[config.mk]
export PLATFORM = sky130hd
export DESIGN_NAME = ptsd_pick
export DESIGN_NICKNAME = d
export VERILOG_FILES = /design/src/rtl/core/ptsd_pkg.sv /design/src/rtl/core/ptsd_pick.sv
export SDC_FILE = /design/constraint.sdc
export NUM_CORES = 1
export LEC_CHECK = 0
export CAP_MARGIN = 20
export CORE_MARGIN = 5
export CORE_UTILIZATION = 59
export CTS_CLUSTER_DIAMETER = 200
export CTS_CLUSTER_SIZE = 20
export DETAILED_ROUTE_END_ITERATION = 8
export DONT_BUFFER_PORTS = 1
export HOLD_SLACK_MARGIN = 0.1
export PLACE_DENSITY = 0.75
export SLEW_MARGIN = 20
export SYNTH_ARGS = -nofsm -noshare
export SYNTH_HDL_FRONTEND = slang
export SYNTH_SLANG_ARGS = --single-unit
[constraint.sdc]
create_clock -name clk -period 2.5 [get_ports clk]
set_clock_uncertainty 0.05 [all_clocks]
set_input_delay 0.5 -clock clk [delete_from_list [all_inputs] [get_ports clk]]
set_output_delay 0.5 -clock clk [all_outputs]
set_load 0.03 [all_outputs]
[src/rtl/core/ptsd_pkg.sv]
// Shared types, widths and vector helpers for the point-to-triangle squared distance block.
// No dependencies; every other file in rtl/core imports this package.
package ptsd_pkg;

    localparam int COORD_W   = 16;
    localparam int DIFF_W    = 17;
    localparam int DOT_W     = 36;
    localparam int PROD_W    = 72;
    localparam int GRAM_W    = 74;
    localparam int DN_W      = 56;
    localparam int DEN_W     = 70;
    localparam int DIST_W    = 34;
    localparam int OUT_W     = 42;
    localparam int NUM_LANES = 4;

    // split of |d.n| for the partial-product square
    localparam int SPLIT_W = 28;
    localparam int HI_W    = DN_W - 1 - SPLIT_W;
    localparam int HH_W    = 2 * HI_W;
    localparam int HL_W    = HI_W + SPLIT_W;
    localparam int LL_W    = 2 * SPLIT_W;
    localparam int SQ_W    = 2 * (DN_W - 1);

    // divider lanes
    localparam int LANE_FACE   = 0;
    localparam int LANE_EDGE_A = 1;
    localparam int LANE_EDGE_B = 2;
    localparam int LANE_EDGE_C = 3;

    localparam logic [OUT_W-1:0] OUT_MAX = '1;

    typedef struct packed {
        logic signed [COORD_W-1:0] point_x;
        logic signed [COORD_W-1:0] point_y;
        logic signed [COORD_W-1:0] point_z;
        logic signed [COORD_W-1:0] first_x;
        logic signed [COORD_W-1:0] first_y;
        logic signed [COORD_W-1:0] first_z;
        logic signed [COORD_W-1:0] second_x;
        logic signed [COORD_W-1:0] second_y;
        logic signed [COORD_W-1:0] second_z;
        logic signed [COORD_W-1:0] third_x;
        logic signed [COORD_W-1:0] third_y;
        logic signed [COORD_W-1:0] third_z;
    } query_t;

    typedef struct packed {
        logic [OUT_W-1:0] squared_distance;
        logic             on_face;
    } result_t;

    typedef struct packed {
        logic signed [DIFF_W-1:0] x;
        logic signed [DIFF_W-1:0] y;
        logic signed [DIFF_W-1:0] z;
    } vec_t;

    typedef struct packed {
        logic signed [DOT_W-1:0] x;
        logic signed [DOT_W-1:0] y;
        logic signed [DOT_W-1:0] z;
    } wvec_t;

    // travels alongside the divider lanes
    typedef struct packed {
        logic              face;
        logic [2:0]        edge_ok;
        logic [DIST_W-1:0] vert_min;
    } side_t;

    function automatic logic signed [DIFF_W-1:0] sub16(
        logic signed [COORD_W-1:0] u,
        logic signed [COORD_W-1:0] v
    );
        return DIFF_W'(u) - DIFF_W'(v);
    endfunction

    function automatic logic signed [DOT_W-1:0] dot3(vec_t u, vec_t v);
        logic signed [DOT_W-1:0] px;
        logic signed [DOT_W-1:0] py;
        logic signed [DOT_W-1:0] pz;
        px = DOT_W'(u.x) * DOT_W'(v.x);
        py = DOT_W'(u.y) * DOT_W'(v.y);
        pz = DOT_W'(u.z) * DOT_W'(v.z);
        return px + py + pz;
    endfunction

    function automatic wvec_t cross3(vec_t u, vec_t v);
        wvec_t r;
        r.x = DOT_W'(u.y) * DOT_W'(v.z) - DOT_W'(u.z) * DOT_W'(v.y);
        r.y = DOT_W'(u.z) * DOT_W'(v.x) - DOT_W'(u.x) * DOT_W'(v.z);
        r.z = DOT_W'(u.x) * DOT_W'(v.y) - DOT_W'(u.y) * DOT_W'(v.x);
        return r;
    endfunction

endpackage

[src/rtl/core/ptsd_pick.sv]
// Two-stage candidate selection: vertex and edge minimum, face override, saturation,
// and the output register. Depends on ptsd_pkg.
module ptsd_pick #(
    parameter int FRAC_BITS = 8,
    localparam int QW = ptsd_pkg::DIST_W + FRAC_BITS
) (
    input  logic                                   clk,
    input  logic                                   rst_n,
    input  logic                                   adv,
    input  logic                                   in_valid,
    input  logic [ptsd_pkg::NUM_LANES-1:0][QW-1:0] quot,
    input  ptsd_pkg::side_t                        side,
    output logic                                   result_valid,
    output ptsd_pkg::result_t                      result
);
    import ptsd_pkg::*;

    localparam int XW = (QW > OUT_W) ? QW : OUT_W;

    logic [QW-1:0] vcand, ea, eb, ec;
    logic [QW-1:0] m01_next, m23_next, m01_reg, m23_reg, qf_reg;
    logic          face_reg, a_valid_reg;
    logic [QW-1:0] best;
    logic [XW-1:0] best_x, m01_x;
    logic [OUT_W-1:0] m01_sat;
    result_t       result_next, result_reg;
    logic          result_valid_reg;

    always_comb
    begin
        vcand = QW'(side.vert_min) << FRAC_BITS;
        // a failed edge never wins the minimum
        ea = side.edge_ok[0] ? quot[LANE_EDGE_A] : '1;
        eb = side.edge_ok[1] ? quot[LANE_EDGE_B] : '1;
        ec = side.edge_ok[2] ? quot[LANE_EDGE_C] : '1;
        m01_next = (ea < vcand) ? ea : vcand;
        m23_next = (ec < eb) ? ec : eb;
    end

    always_comb
    begin
        if (face_reg)
        begin
            best = qf_reg;
        end
        else
        begin
            best = (m23_reg < m01_reg) ? m23_reg : m01_reg;
        end
        best_x = XW'(best);
        result_next.squared_distance = (best_x > XW'(OUT_MAX)) ? OUT_MAX : OUT_W'(best_x);
        result_next.on_face          = face_reg;
        m01_x   = XW'(m01_reg);
        m01_sat = (m01_x > XW'(OUT_MAX)) ? OUT_MAX : OUT_W'(m01_x);
    end

    always_ff @(posedge clk or negedge rst_n)
    begin
        if (!rst_n)
        begin
            a_valid_reg      <= 1'b0;
            result_valid_reg <= 1'b0;
        end
        else if (adv)
        begin
            a_valid_reg      <= in_valid;
            result_valid_reg <= a_valid_reg;
        end
    end

    always_ff @(posedge clk)
    begin
        if (adv)
        begin
            m01_reg    <= m01_next;
            m23_reg    <= m23_next;
            qf_reg     <= quot[LANE_FACE];
            face_reg   <= side.face;
            result_reg <= result_next;
        end
    end

    assign result_valid = result_valid_reg;
    assign result       = result_reg;

    a_off_face_bounded: assert property (@(posedge clk) disable iff (!rst_n)
        adv && a_valid_reg && !face_reg |=> result.squared_distance <= $past(m01_sat))
        else $error("off-face result exceeds vertex/edge-A candidate");

endmodule

* Word-level counts from Yosys, hierarchy flattened
Cells that the tools add are included.
W data, S select, Z words.
** Operators by class
- Magnitude comparators :: 4
- Mux-type cells :: 7
** Operators by type and width (number)
- $mux W42 :: 7
- $lt A42 B42 Y1 :: 3
- $gt A42 B42 Y1 const B :: 1
** Storage, ports and cells
- Register bits :: 172
- Bits of input ports :: 210
- Output and inout bits :: 44
- Logic and storage cells :: 20

* Longest topological paths before layout
Gate-level depths: netlist of the first run.
- Depth after elaboration :: 4
- Depth in mapped cells :: 13
- Gate-level depth less buffers :: 11

* Least setup slack after synthesis of the first run
No wires, ideal clock.
- Path kind :: input to register
- Start :: input side[34] (netlist bit)
- End :: register m01_reg[39], data pin
- Setup time :: 0.260 ns
- Arrival :: 3.041 ns
- Required time :: 2.190 ns
- Slack :: -0.850 ns
- Stages :: 11
- Path buffers :: 2
- Cell sequence :: clkbuf_1 > nand2b_1 > ha_1 > a21o_1 > a211o_1 > a21oi_1 > nand2_1 > a211o_1 > a211oi_4 > buf_4 > mux2_2
** On the way
- Longest elaborated chain between the ends :: 3
** Ends and longest elaborated chain
- from (decl) :: RTL line ptsd_pick.sv:12 : input ptsd_pkg::side_t side,
- $mux W42 (*) :: RTL line ptsd_pick.sv:33 : ea = side.edge_ok[0] ? quot[LANE_EDGE_A] : '1;
- $lt A42 B42 Y1 :: RTL line ptsd_pick.sv:36 : m01_next = (ea < vcand) ? ea : vcand;
- $mux W42 (*) :: RTL line ptsd_pick.sv:36
- via m01_next[39] :: RTL line ptsd_pick.sv:21 : logic [QW-1:0] m01_next, m23_next, m01_reg, m23_reg, qf_reg;
- to (signal assigned) :: RTL line ptsd_pick.sv:75 : m01_reg <= m01_next;
- to (decl) :: RTL line ptsd_pick.sv:21
The timed path passes the listed nets; every way through them passes the cells marked *.
A chain may end at the register's enable or synchronous reset.

* Worst setup path after layout of the first run
- Start :: register m23_reg[40]
- End :: register result_reg (netlist bit result[4]), data pin
** On the way
- Longest elaborated chain between the ends :: 4
** Ends and longest elaborated chain
- from (decl) :: RTL line ptsd_pick.sv:21
- from (signal assigned) :: RTL line ptsd_pick.sv:76 : m23_reg <= m23_next;
- $lt A42 B42 Y1 :: RTL line ptsd_pick.sv:48 : best = (m23_reg < m01_reg) ? m23_reg : m01_reg;
- $mux W42 (*) :: RTL line ptsd_pick.sv:48
- $mux W42 (*) :: RTL line ptsd_pick.sv:42 : if (face_reg)
- $gt A42 B42 Y1 :: RTL line ptsd_pick.sv:51 : result_next.squared_distance = (best_x > XW'(OUT_MAX)) ? OUT_MAX : OUT_W'(best_x);
- to (signal assigned) :: RTL line ptsd_pick.sv:79 : result_reg <= result_next;
- to (decl) :: RTL line ptsd_pick.sv:26 : result_t result_next, result_reg;
Mark *: on every way between the ends. The rest lies on a longest branch, timed or not.

==> qor.csv, run 1 <==
stage;metric;value;unit
clock_tree;clockBufferDepth;2;
synthesis;yosysTopAreaCell;edfxtp_1;
synthesis;syn_inst;1156;
synthesis;synth.area.top_cells;edfxtp_1, ha_1, nor2_1, nand2b_1, inv_1;
grt;grt-ovfl-total;0;
clock_tree;cts_buffers;17;
pwr;ir_worst_vdd;0.351;mV
synthesis;yosys_warnings;0;
detailed_routing;drcViolationCount;0;
synthesis;yosys.cell_count.top_type;edfxtp_1;
pwr;power.switching;3.60;mW
synthesis;syn_nets;1481;
layout;layout-drive-gt1-share;34.0;%
pwr;p_seq_share;39.4;%
pwr;combPwrFrac;35.7;%
clock_tree;numClockSinks;172;
timing;worst_pin_slew;0.738;ns
setup_path;path_delay_family;compound AO/OA/AOI/OAI gates;
layout;nets;1703;
setup_path;critPathArrivalTime;3.10;ns
synthesis;syn_area;0.0116;mm²
detailed_routing;detail_route.vias_per_cell;6.37;
setup_path;critPathMaxFanout;36;
timing;grt_setup_unrepaired;yes;
floorplan;core_area;0.0195;mm²
timing;hold_ws;0.154;ns
layout;largest_reg_flops;43;
clock_tree;root_buffer;clkbuf_16;
place;place_worst_setup_slack;-0.668;ns
detailed_routing;drtIter0Drc;952;
timing;setup_viol;121;
layout;syn_to_final_growth;42.7;%
detailed_routing;wirelength;39.9;mm
floorplan;die_w;150;µm
clock_tree;clk_pin_slew;0.07;ns
worst_hold_path;min_path_type;input pin to register;
pwr;power_frac_clock;24.9;%
pwr;leakagePower;6.66;nW
grt;track_usage;32.5;%
outcome;outcome;complete, but fails checks;
floorplan;dieArea;0.0226;mm²
timing;period_minus_slack;2.99;ns
setup_path;crit_chain;ha_1 > nand4_1 > nor4_2 > a21oi_1 > o211a_2 > buf_12 > o311ai_0 > a211oi_2;
setup_path;slowest_stage;o311ai_0;
synthesis;ys_types;45;
pwr;power.share.switching;34.8;%
pwr;p_int;6.74;mW
timing;maxSlewViolCount;0;
outcome;violations;setup timing;
timing;finalCritPeriodShare;119;%
timing;finalSetupTns;-24.36;ns
detailed_routing;vias;10500;
timing;max_slew_margin;50.2;%
synthesis;synthTopCellsByCount;edfxtp_1, nor2_1, inv_1, ha_1, nand2b_1;
timing;fmax;335;MHz
clock_tree;clock_latency;0.45;ns
synthesis;synth_area_per_cell;10.1;µm²
grt;grt_first_pass_wirelength;56.4;mm
setup_path;startpoint_type;register;
synthesis;synth_edf_count;170;
place;routabilityCongestion;0.884;
job;cap_violations;0;
floorplan;die_y;150;µm
setup_path;crit_path_max_incr_delay;0.64;ns
synthesis;synthFlopType;edfxtp_1;
grt;antenna_found_initial;0;
grt;grt_pass1_vias;10500;
timing;final_hold_viol_count;0;
pwr;power.density;622;mW/mm²
synthesis;synth_top_cell_area_share;43.9;%
clock_tree;cts_tree;done;
setup_path;critPathKind;register to register;
synthesis;yosys_register_bits;172;
detailed_routing;drt_pass1_iterations;6;
pwr;p_total;10.3;mW
place;port_buffers;0;
floorplan;start_util;59.8;%
setup_path;cp.required;2.61;ns
floorplan;ioPinCount;254;
clock_tree;cts_max_level;4;
timing;setup_ws;-0.485;ns
floorplan;row_count;51;
synthesis;yosysSeqAreaShare;44.3;%
setup_path;end_kind;register;
detailed_routing;final_antenna_net_count;0;
synthesis;synthArstFlopShare;1.16;%
grt;grt_max_degree;173;
setup_path;cp_num_buf_inv;1;
layout;diodes;0;
place;hpwlAfterDp;22.7;mm
detailed_routing;wire_per_inst;24.1;µm
cell families (layout without fill, tap and decap cells):
family	count (synthesis)	after routing	share of synthesized area (%)
multiplexers	78	78	7.09
AND/OR/NAND/NOR	400	400	17.7
flip-flops	172	172	44.3
adder cells (fa/ha/maj)	115	115	12.4
buffers and inverters	197	432	6.65
AO/OA/AOI/OAI	194	194	11.9
final timing paths:
check,start,to,slack [ns],cells past startpoint
max,m23_reg[40]$_DFFE_PP_,result[4]$_SDFFCE_PN1P_,-0.49,8
max in group asynchronous,rst_n,a_valid_reg$_DFFE_PN0P_,2.01,1
max reg2reg,m23_reg[40]$_DFFE_PP_,result[4]$_SDFFCE_PN1P_,-0.49,8
min in group asynchronous,rst_n,result_valid$_DFFE_PN0P_,0.25,1
min reg2reg,a_valid_reg$_DFFE_PN0P_,result_valid$_DFFE_PN0P_,0.46,1
min,adv,m01_reg[27]$_DFFE_PP_,0.15,0
power by group through the flow:
stage / Clock (mW) / Combinational (mW) / Sequential [mW]
detailed placement: 0 / 2.29 / 4.10
CTS: 2.55 / 3.22 / 4.05
floorplan: 0 / 1.48 / 4.01
global route: 2.68 / 3.91 / 4.09
global placement: 0 / 2.21 / 4.09
finish: 2.57 / 3.69 / 4.07
stage by stage:
stage | instances | area (µm²) | utilization [%]
finish | 1656 | 16600 | 85.4
global route | 1656 | 16600 | 85.4
CTS | 1645 | 16000 | 82.0
detailed placement | 1538 | 13500 | 69.1
global placement | 1538 | 13500 | 69.1
floorplan | 1156 | 12000 | -
routing by layer:
layer  wire, µm  vias up  share of wire [%]  global-route usage (%)
li1           -     4678                  -                       -
met1      14200     5062                 36                    38.0
met2      19900      649                 50                    56.6
met3       3660      158                9.2                    7.68
met4       2180        0                5.5                    15.2
met5          0        -                  0                       0
cell type report:
type	count	area [µm²]
clock inverter	14	124
multi-input combinational	787	7380
tap	265	332
inverter	128	507
clock buffer	18	429
sequential	172	5150
timing repair buffer	270	2660
fill	913	2850
timing repair inverter	2	32.5
repair_timing:
action | 4_1_cts | 5_1_grt
pin swaps | 41 | 39
endpoints found under the hold margin | 45 | 0
resized for setup | 186 | 125
setup endpoints to repair | 126 | 126
cloned | 15 | 1
buffers inserted | 21 | 19
hold buffers | 44 | 0
cells in the final DEF (no fill, tap or decap), types with 8 or more instances in the layout:
master         count
a211oi_2          25
nand3_1           48
inv_1            124
nor2b_1           44
ha_4              17
nor2_1           115
mux2i_4            8
a21o_1            10
mux2i_2           10
o21ai_0           14
o311ai_0          35
dlygate4sd3_1     44
edfxtp_1         170
mux2i_1           24
buf_4            174
nor4_4            41
nand2b_1          69
nand2_1           20
a21boi_2           8
nand2b_4          10
mux2_4            34
ha_1              95
nand4_1           13
buf_6             18
a211oi_1          18
buf_16            10
buf_8             10
nor2_4            10
buf_12            13
a21oi_1           36
clkbuf_16         18
(Power assumes the default switching activity.)
==> run 2, diff against run 1 <==
--- a/config.mk
+++ b/config.mk
@@ -14,6 +14,7 @@
 export DONT_BUFFER_PORTS = 1
 export HOLD_SLACK_MARGIN = 0.1
 export PLACE_DENSITY = 0.75
+export SKIP_LAST_GASP = 1
 export SLEW_MARGIN = 20
 export SYNTH_ARGS = -nofsm -noshare
 export SYNTH_HDL_FRONTEND = slang
==> run 2 against run 1 <==
Power shrank 1.3%. Utilization shrank 0.86 points. Final area shrank 1.0%. Final cell count shrank 0.42%. Non-clock buffer count shrank 7. Clock power is essentially flat. Fmax grew 4.5%. Hold slack gained 0.016 ns. Setup slack gained 0.13 ns. The run still ends with setup timing left. Combinational power shrank 3%. Critical endpoint is now result[23]$_SDFFCE_PN1P_. Sequential cell count is the same.
==> qor.csv, run 2 (synthesis results as in run 1) <==
stage;metric;value;unit;change
pwr;leakagePower;6.58;nW;was 6.66 nW
clock_tree;root_buffer;clkbuf_16;;unchanged
grt;grt_first_pass_wirelength;55.3;mm;was 56.4 mm
setup_path;startpoint_type;register;;unchanged
place;routabilityCongestion;0.884;;unchanged
layout;final_util;84.5;%;was 85.4%
clock_tree;cts_max_level;4;;unchanged
detailed_routing;route.met2.wl;19.7;mm;was 19.9 mm
timing;final_hold_viol_count;0;;unchanged
detailed_routing;detail_route.vias_per_cell;6.35;;was 6.37
layout;syn_to_final_growth;41.3;%;was 42.7%
detailed_routing;final_antenna_net_count;0;;unchanged
setup_path;ff2ff_path_depth;11;;was 8
pwr;p_total;10.2;mW;was 10.3 mW
layout;fill_cells;951;;was 913
floorplan;row_count;51;;unchanged
detailed_routing;highest_layer;met5;;was met4
worst_hold_path;hold_depth;1;;was 0
setup_path;crit_chain;ha_4 > a21o_1 > a21o_1 > a21o_1 > a2111oi_4 > buf_4 > o21ai_4 > buf_12 > buf_16 > nor4_4 > a211oi_2;;was ha_1 > nand4_1 > nor4_2 > a21oi_1 > o211a_2 > buf_12 > o311ai_0 > a211oi_2
place;hpwlAfterDp;22.7;mm;unchanged
floorplan;die_y;150;µm;unchanged
outcome;outcome;complete, but fails checks;;unchanged
clock_tree;clk_pin_slew;0.08;ns;was 0.07 ns
floorplan;start_util;59.8;%;unchanged
timing;finalCritPeriodShare;114;%;was 119%
layout;stdcell_count;1649;;was 1656
layout;mostFrequentLayoutCells;buf_4, edfxtp_1, inv_1;;unchanged
floorplan;dieArea;0.0226;mm²;unchanged
outcome;violations;setup timing;;unchanged
timing;setup_viol;125;;was 121
floorplan;ioPinCount;254;;unchanged
layout;nets;1696;;was 1703
layout;layout_commonest_cell;buf_4;;unchanged
grt;grt_pass1_vias;10300;;was 10.5k
setup_path;end_kind;register;;unchanged
timing;worst_pin_slew;0.606;ns;was 0.738 ns
pwr;power.density;620;mW/mm²;was 622 mW/mm²
worst_hold_path;hp-start;in_valid;;was adv
timing;setup_ws;-0.357;ns;was -0.485 ns
floorplan;die_w;150;µm;unchanged
clock_tree;clock_latency;0.45;ns;about the same
grt;antenna_found_initial;1;;was 0
layout;layout-drive-gt1-share;33.1;%;was 34.0%
floorplan;core_area;0.0195;mm²;unchanged
grt;grt-ovfl-total;0;;unchanged
timing;grt_setup_unrepaired;yes;;unchanged
setup_path;r2r_slack;-0.36;ns;was -0.49 ns
timing;maxSlewViolCount;0;;unchanged
detailed_routing;vias;10500;;about the same
setup_path;r2r_end;result[23]$_SDFFCE_PN1P_;;was result[4]$_SDFFCE_PN1P_
detailed_routing;drt_pass1_iterations;6;;unchanged
place;postPlaceCellArea;0.0135;mm²;unchanged
timing;period_minus_slack;2.86;ns;was 2.99 ns
worst_hold_path;hold_end;a_valid_reg$_DFFE_PN0P_;;was m01_reg[27]$_DFFE_PP_
place;dp.cells;1538;;unchanged
setup_path;critPathMaxFanout;7;;was 36
pwr;ir_worst_vdd;0.342;mV;was 0.351 mV
detailed_routing;drcViolationCount;0;;unchanged
detailed_routing;wire_per_inst;23.5;µm;was 24.1 µm
job;cap_violations;0;;unchanged
setup_path;path_delay_family;compound AO/OA/AOI/OAI gates;;unchanged
place;place_worst_setup_slack;-0.668;ns;unchanged
layout;diodes;0;;unchanged
clock_tree;clockBufferDepth;2;;unchanged
setup_path;critPathKind;register to register;;unchanged
timing;fmax;350;MHz;was 335 MHz
setup_path;r2r_start;m23_reg[11]$_DFFE_PP_;;was m23_reg[40]$_DFFE_PP_
setup_path;cp.required;2.62;ns;was 2.61 ns
grt;track_usage;31.8;%;was 32.5%
clock_tree;cts_buffers;17;;unchanged
setup_path;slowest_stage;edfxtp_1;;was o311ai_0
layout;design_area;0.0165;mm²;was 0.0166 mm²
layout;largest_reg_flops;43;;unchanged
detailed_routing;wirelength;38.8;mm;was 39.9 mm
detailed_routing;wl_met3;3.51;mm;was 3.66 mm
clock_tree;numClockSinks;172;;unchanged
setup_path;crit_path_max_incr_delay;0.52;ns;was 0.64 ns
grt;grt_max_degree;173;;unchanged
detailed_routing;wl_met1;13.7;mm;was 14.2 mm
detailed_routing;drtIter0Drc;834;;was 952
worst_hold_path;min_path_type;input pin to register;;unchanged
setup_path;cp_num_buf_inv;3;;was 1
timing;max_slew_margin;59.6;%;was 50.2%
place;port_buffers;0;;unchanged
clock_tree;cts_tree;done;;unchanged
setup_path;critPathArrivalTime;2.98;ns;was 3.10 ns
setup_path;crit_top_cell;a21o_1;;
run 2: cell count changes in the layout (fill, tap and decap cells not counted), sizes merged:
cell / before / now
buf: 225 / 219
clkbuf: 19 / 18
run 2: layout make-up:
cell class	count	area (µm²)	share of cell area, %
clock inverters	14	124	0.753
repair inverters	2	32.5	0.198
multi-input cells	787	7290	44.3
flip-flops and latches	172	5150	31.3
inverters	128	507	3.08
clock buffers	18	429	2.61
well taps	265	332	2.02
repair buffers	263	2580	15.7
run 2: repair_timing:
item | CTS | global route
pin swaps | 41 | 30
gates resized for setup | 176 | 115
setup endpoints to repair | 126 | 126
hold buffers | 44 | 0
buffers inserted | 21 | 13
cloned | 15 | 0
endpoints found under the hold margin | 45 | 0
run 2: metrics by stage:
stage          hold WS [ns]  setup TNS, ns
6_report              0.170         -21.88
5_1_grt               0.138         -31.95
4_1_cts               0.128         -18.60
3_5_place_dp          0.154         -66.85
3_3_place_gp          0.154         -63.78
2_1_floorplan         0.154         -22.87
run 2: worst max path at each step:
stage | start | end | slack, ns | cells past startpoint
2_1_floorplan | side[34] | m01_reg[10]$_DFFE_PP_ | -0.46 | 11
3_3_place_gp | side[36] | m23_reg[37]$_DFFE_PP_ | -0.63 | 14
3_5_place_dp | side[36] | m23_reg[37]$_DFFE_PP_ | -0.67 | 14
4_1_cts | m23_reg[11]$_DFFE_PP_ | result[41]$_SDFFCE_PN1P_ | -0.33 | 11
5_1_grt | m01_reg[1]$_SDFFCE_PP0P_ | result[23]$_SDFFCE_PN1P_ | -0.52 | 11
6_report | m23_reg[11]$_DFFE_PP_ | result[23]$_SDFFCE_PN1P_ | -0.36 | 11
run 2: where the power goes:
group | internal (mW) | switching (mW) | total (mW)
clock | 1.31 | 1.26 | 2.57
sequential | 3.61 | 0.455 | 4.07
combinational | 1.77 | 1.80 | 3.57
total | 6.69 | 3.52 | 10.2
run 2: metal layers:
| layer | vias up | GRT usage [%] |
|---|---|---|
| met5 | - | 0 |
| met4 | 2 | 14.1 |
| met3 | 156 | 7.65 |
| met2 | 638 | 55.5 |
| met1 | 5021 | 37.3 |
| li1 | 4657 | - |
run 2: worst reg2reg max path, stage by stage, from the launching register on:
cell and delay (ns):
edfxtp_1 0.52, ha_4 0.27, a21o_1 0.15, a21o_1 0.15
a21o_1 0.19, a2111oi_4 0.37, buf_4 0.18, o21ai_4 0.06
buf_12 0.17, buf_16 0.16, nor4_4 0.25, a211oi_2 0.07
==> run 3, diff against run 2 <==
--- a/config.mk
+++ b/config.mk
@@ -14,6 +14,7 @@
 export DONT_BUFFER_PORTS = 1
 export HOLD_SLACK_MARGIN = 0.1
 export PLACE_DENSITY = 0.75
+export RECOVER_POWER = 100
 export SKIP_LAST_GASP = 1
 export SLEW_MARGIN = 20
 export SYNTH_ARGS = -nofsm -noshare
==> run 3 against run 2 <==
The run still ends with setup timing left. Power is essentially flat. Register-to-register slack about the same. First-iteration DRC count is the same. Final area barely moved. Critical path depth is the same. Clock-buffer cell count unchanged. Setup slack lost 0.0062 ns. Via count down 0.23%. Non-clock buffer count stayed put. Hold slack improved by 0.00092 ns. Utilization decreased by 0.064 points. Combinational power hardly changed. Highest routed layer unchanged.
==> qor.csv, run 3 (synthesis results as in run 1) <==
stage;metric;value;unit;change
timing;period_minus_slack;2.86;ns;about the same
clock_tree;clockBufferDepth;2;;unchanged
pwr;leakagePower;6.58;nW;about the same
detailed_routing;drt_pass1_iterations;6;;unchanged
pwr;p_total;10.2;mW;about the same
grt;track_usage;31.8;%;unchanged
timing;max_slew_margin;25.5;%;was 59.6%
grt;grt_pass1_vias;10300;;unchanged
layout;layout-drive-gt1-share;33.1;%;unchanged
setup_path;critPathArrivalTime;2.99;ns;was 2.98 ns
setup_path;end_kind;register;;unchanged
setup_path;startpoint_type;register;;unchanged
grt;grt-ovfl-total;0;;unchanged
layout;mostFrequentLayoutCells;buf_4, edfxtp_1, inv_1;;unchanged
setup_path;cp.required;2.63;ns;was 2.62 ns
clock_tree;cts_max_level;4;;unchanged
floorplan;ioPinCount;254;;unchanged
detailed_routing;route.met2.wl;19.7;mm;about the same
grt;grt_first_pass_wirelength;55.3;mm;unchanged
detailed_routing;drtIter0Drc;834;;unchanged
timing;worst_pin_slew;1.12;ns;was 0.606 ns
layout;fill_cells;953;;was 951
grt;grt_max_degree;173;;unchanged
detailed_routing;final_antenna_net_count;0;;unchanged
place;routabilityCongestion;0.884;;unchanged
clock_tree;clk_pin_slew;0.08;ns;about the same
clock_tree;clock_latency;0.45;ns;about the same
clock_tree;numClockSinks;172;;unchanged
floorplan;dieArea;0.0226;mm²;unchanged
detailed_routing;wl_met3;3.48;mm;was 3.51 mm
timing;finalSetupTns;-22.17;ns;was -21.88 ns
detailed_routing;highest_layer;met5;;unchanged
layout;nets;1696;;unchanged
layout;largest_reg_flops;43;;unchanged
setup_path;critPathMaxFanout;8;;was 7
layout;layout_commonest_cell;buf_4;;unchanged
outcome;outcome;complete, but fails checks;;unchanged
pwr;ir_worst_vdd;0.342;mV;about the same
detailed_routing;detail_route.vias_per_cell;6.34;;was 6.35
worst_hold_path;min_path_type;input pin to register;;unchanged
grt;antenna_found_initial;1;;unchanged
place;hpwlAfterDp;22.7;mm;unchanged
timing;grt_setup_unrepaired;yes;;unchanged
timing;setup_viol;125;;unchanged
clock_tree;root_buffer;clkbuf_16;;unchanged
outcome;violations;setup timing;;unchanged
layout;seq_area;0.00515;mm²;unchanged
timing;finalCritPeriodShare;115;%;was 114%
detailed_routing;wire_per_inst;23.5;µm;about the same
detailed_routing;drcViolationCount;0;;unchanged
detailed_routing;wirelength;38.7;mm;was 38.8 mm
timing;final_hold_viol_count;0;;unchanged
job;cap_violations;0;;unchanged
detailed_routing;wl_met1;13.7;mm;about the same
setup_path;critPathKind;register to register;;unchanged
floorplan;start_util;59.8;%;unchanged
place;port_buffers;0;;unchanged
layout;diodes;0;;unchanged
timing;maxSlewViolCount;0;;unchanged
pwr;power.density;620;mW/mm²;about the same
layout;stdcell_count;1649;;unchanged
floorplan;row_count;51;;unchanged
detailed_routing;vias;10500;;about the same
layout;multiInputGateArea;0.00729;mm²;unchanged
clock_tree;cts_buffers;17;;unchanged
layout;final_util;84.5;%;about the same
floorplan;die_y;150;µm;unchanged
clock_tree;cts_tree;done;;unchanged
floorplan;core_area;0.0195;mm²;unchanged
layout;syn_to_final_growth;41.2;%;was 41.3%
place;dp.cells;1538;;unchanged
timing;setup_ws;-0.363;ns;was -0.357 ns
timing;fmax;349;MHz;was 350 MHz
floorplan;die_w;150;µm;unchanged
run 3: cell types whose count changed in the layout (fill, tap and decap cells not counted), sizes merged:
cell / delta
buf: -1
clkbuf: +1
run 3: timing repair:
action / 4_1_cts / 5_1_grt
hold buffers: 44 / 0
pin swaps: 41 / 30
gates cloned: 15 / 0
buffers inserted: 21 / 13
gates resized for setup: 176 / 115
endpoints found under the hold margin: 45 / 0
setup endpoints to repair: 126 / 126
run 3: final cells by class:
type,instances,area share (%)
flip-flops and latches,172,31.4
inverters,128,3.08
clock buffers,18,2.61
repair inverters,2,0.198
repair buffers,263,15.6
well taps,265,2.02
multi-input cells,787,44.3
clock inverters,14,0.754
run 3: report_power, final:
| group | leakage, nW | internal, mW | switching, mW | total [mW] |
|---|---|---|---|---|
| logic | 4.62 | 1.76 | 1.80 | 3.56 |
| clock network | 0.263 | 1.31 | 1.25 | 2.56 |
| registers | 1.69 | 3.61 | 0.454 | 4.07 |
run 3: metrics by stage:
stage / area (µm²) / worst slack (ns) / hold slack, ns
floorplan: 12000 / -0.462 / 0.154
global placement: 13500 / -0.633 / 0.154
detailed placement: 13500 / -0.668 / 0.154
CTS: 15900 / -0.329 / 0.128
global route: 16400 / -0.516 / 0.138
finish: 16400 / -0.363 / 0.170
run 3: path summary, 6_finish.rpt:
kind	slack (ns)	depth (start not counted)	startpoint	to
min	0.17	1	in_valid	a_valid_reg$_DFFE_PN0P_
max	-0.36	11	m23_reg[11]$_DFFE_PP_	result[6]$_SDFFCE_PN1P_
max reg2reg	-0.36	11	m23_reg[11]$_DFFE_PP_	result[6]$_SDFFCE_PN1P_
max in group asynchronous	2.02	1	rst_n	a_valid_reg$_DFFE_PN0P_
min in group asynchronous	0.25	1	rst_n	result_valid$_DFFE_PN0P_
min reg2reg	0.46	1	a_valid_reg$_DFFE_PN0P_	result_valid$_DFFE_PN0P_
run 3: layer usage:
metal | up-vias | track usage (%)
met3 | 152 | 7.65
met1 | 5005 | 37.3
met5 | - | 0
met4 | 2 | 14.1
li1 | 4663 | -
met2 | 628 | 55.5
run 3: worst max-delay path, stage by stage, from the launching register on:
cell and delay, ns:
edfxtp_1 0.52, ha_4 0.27, a21o_1 0.15, a21o_1 0.15
a21o_1 0.19, a2111oi_4 0.37, buf_4 0.18, o21ai_4 0.06
buf_4 0.18, buf_16 0.16, nor4_2 0.22, a211oi_1 0.08
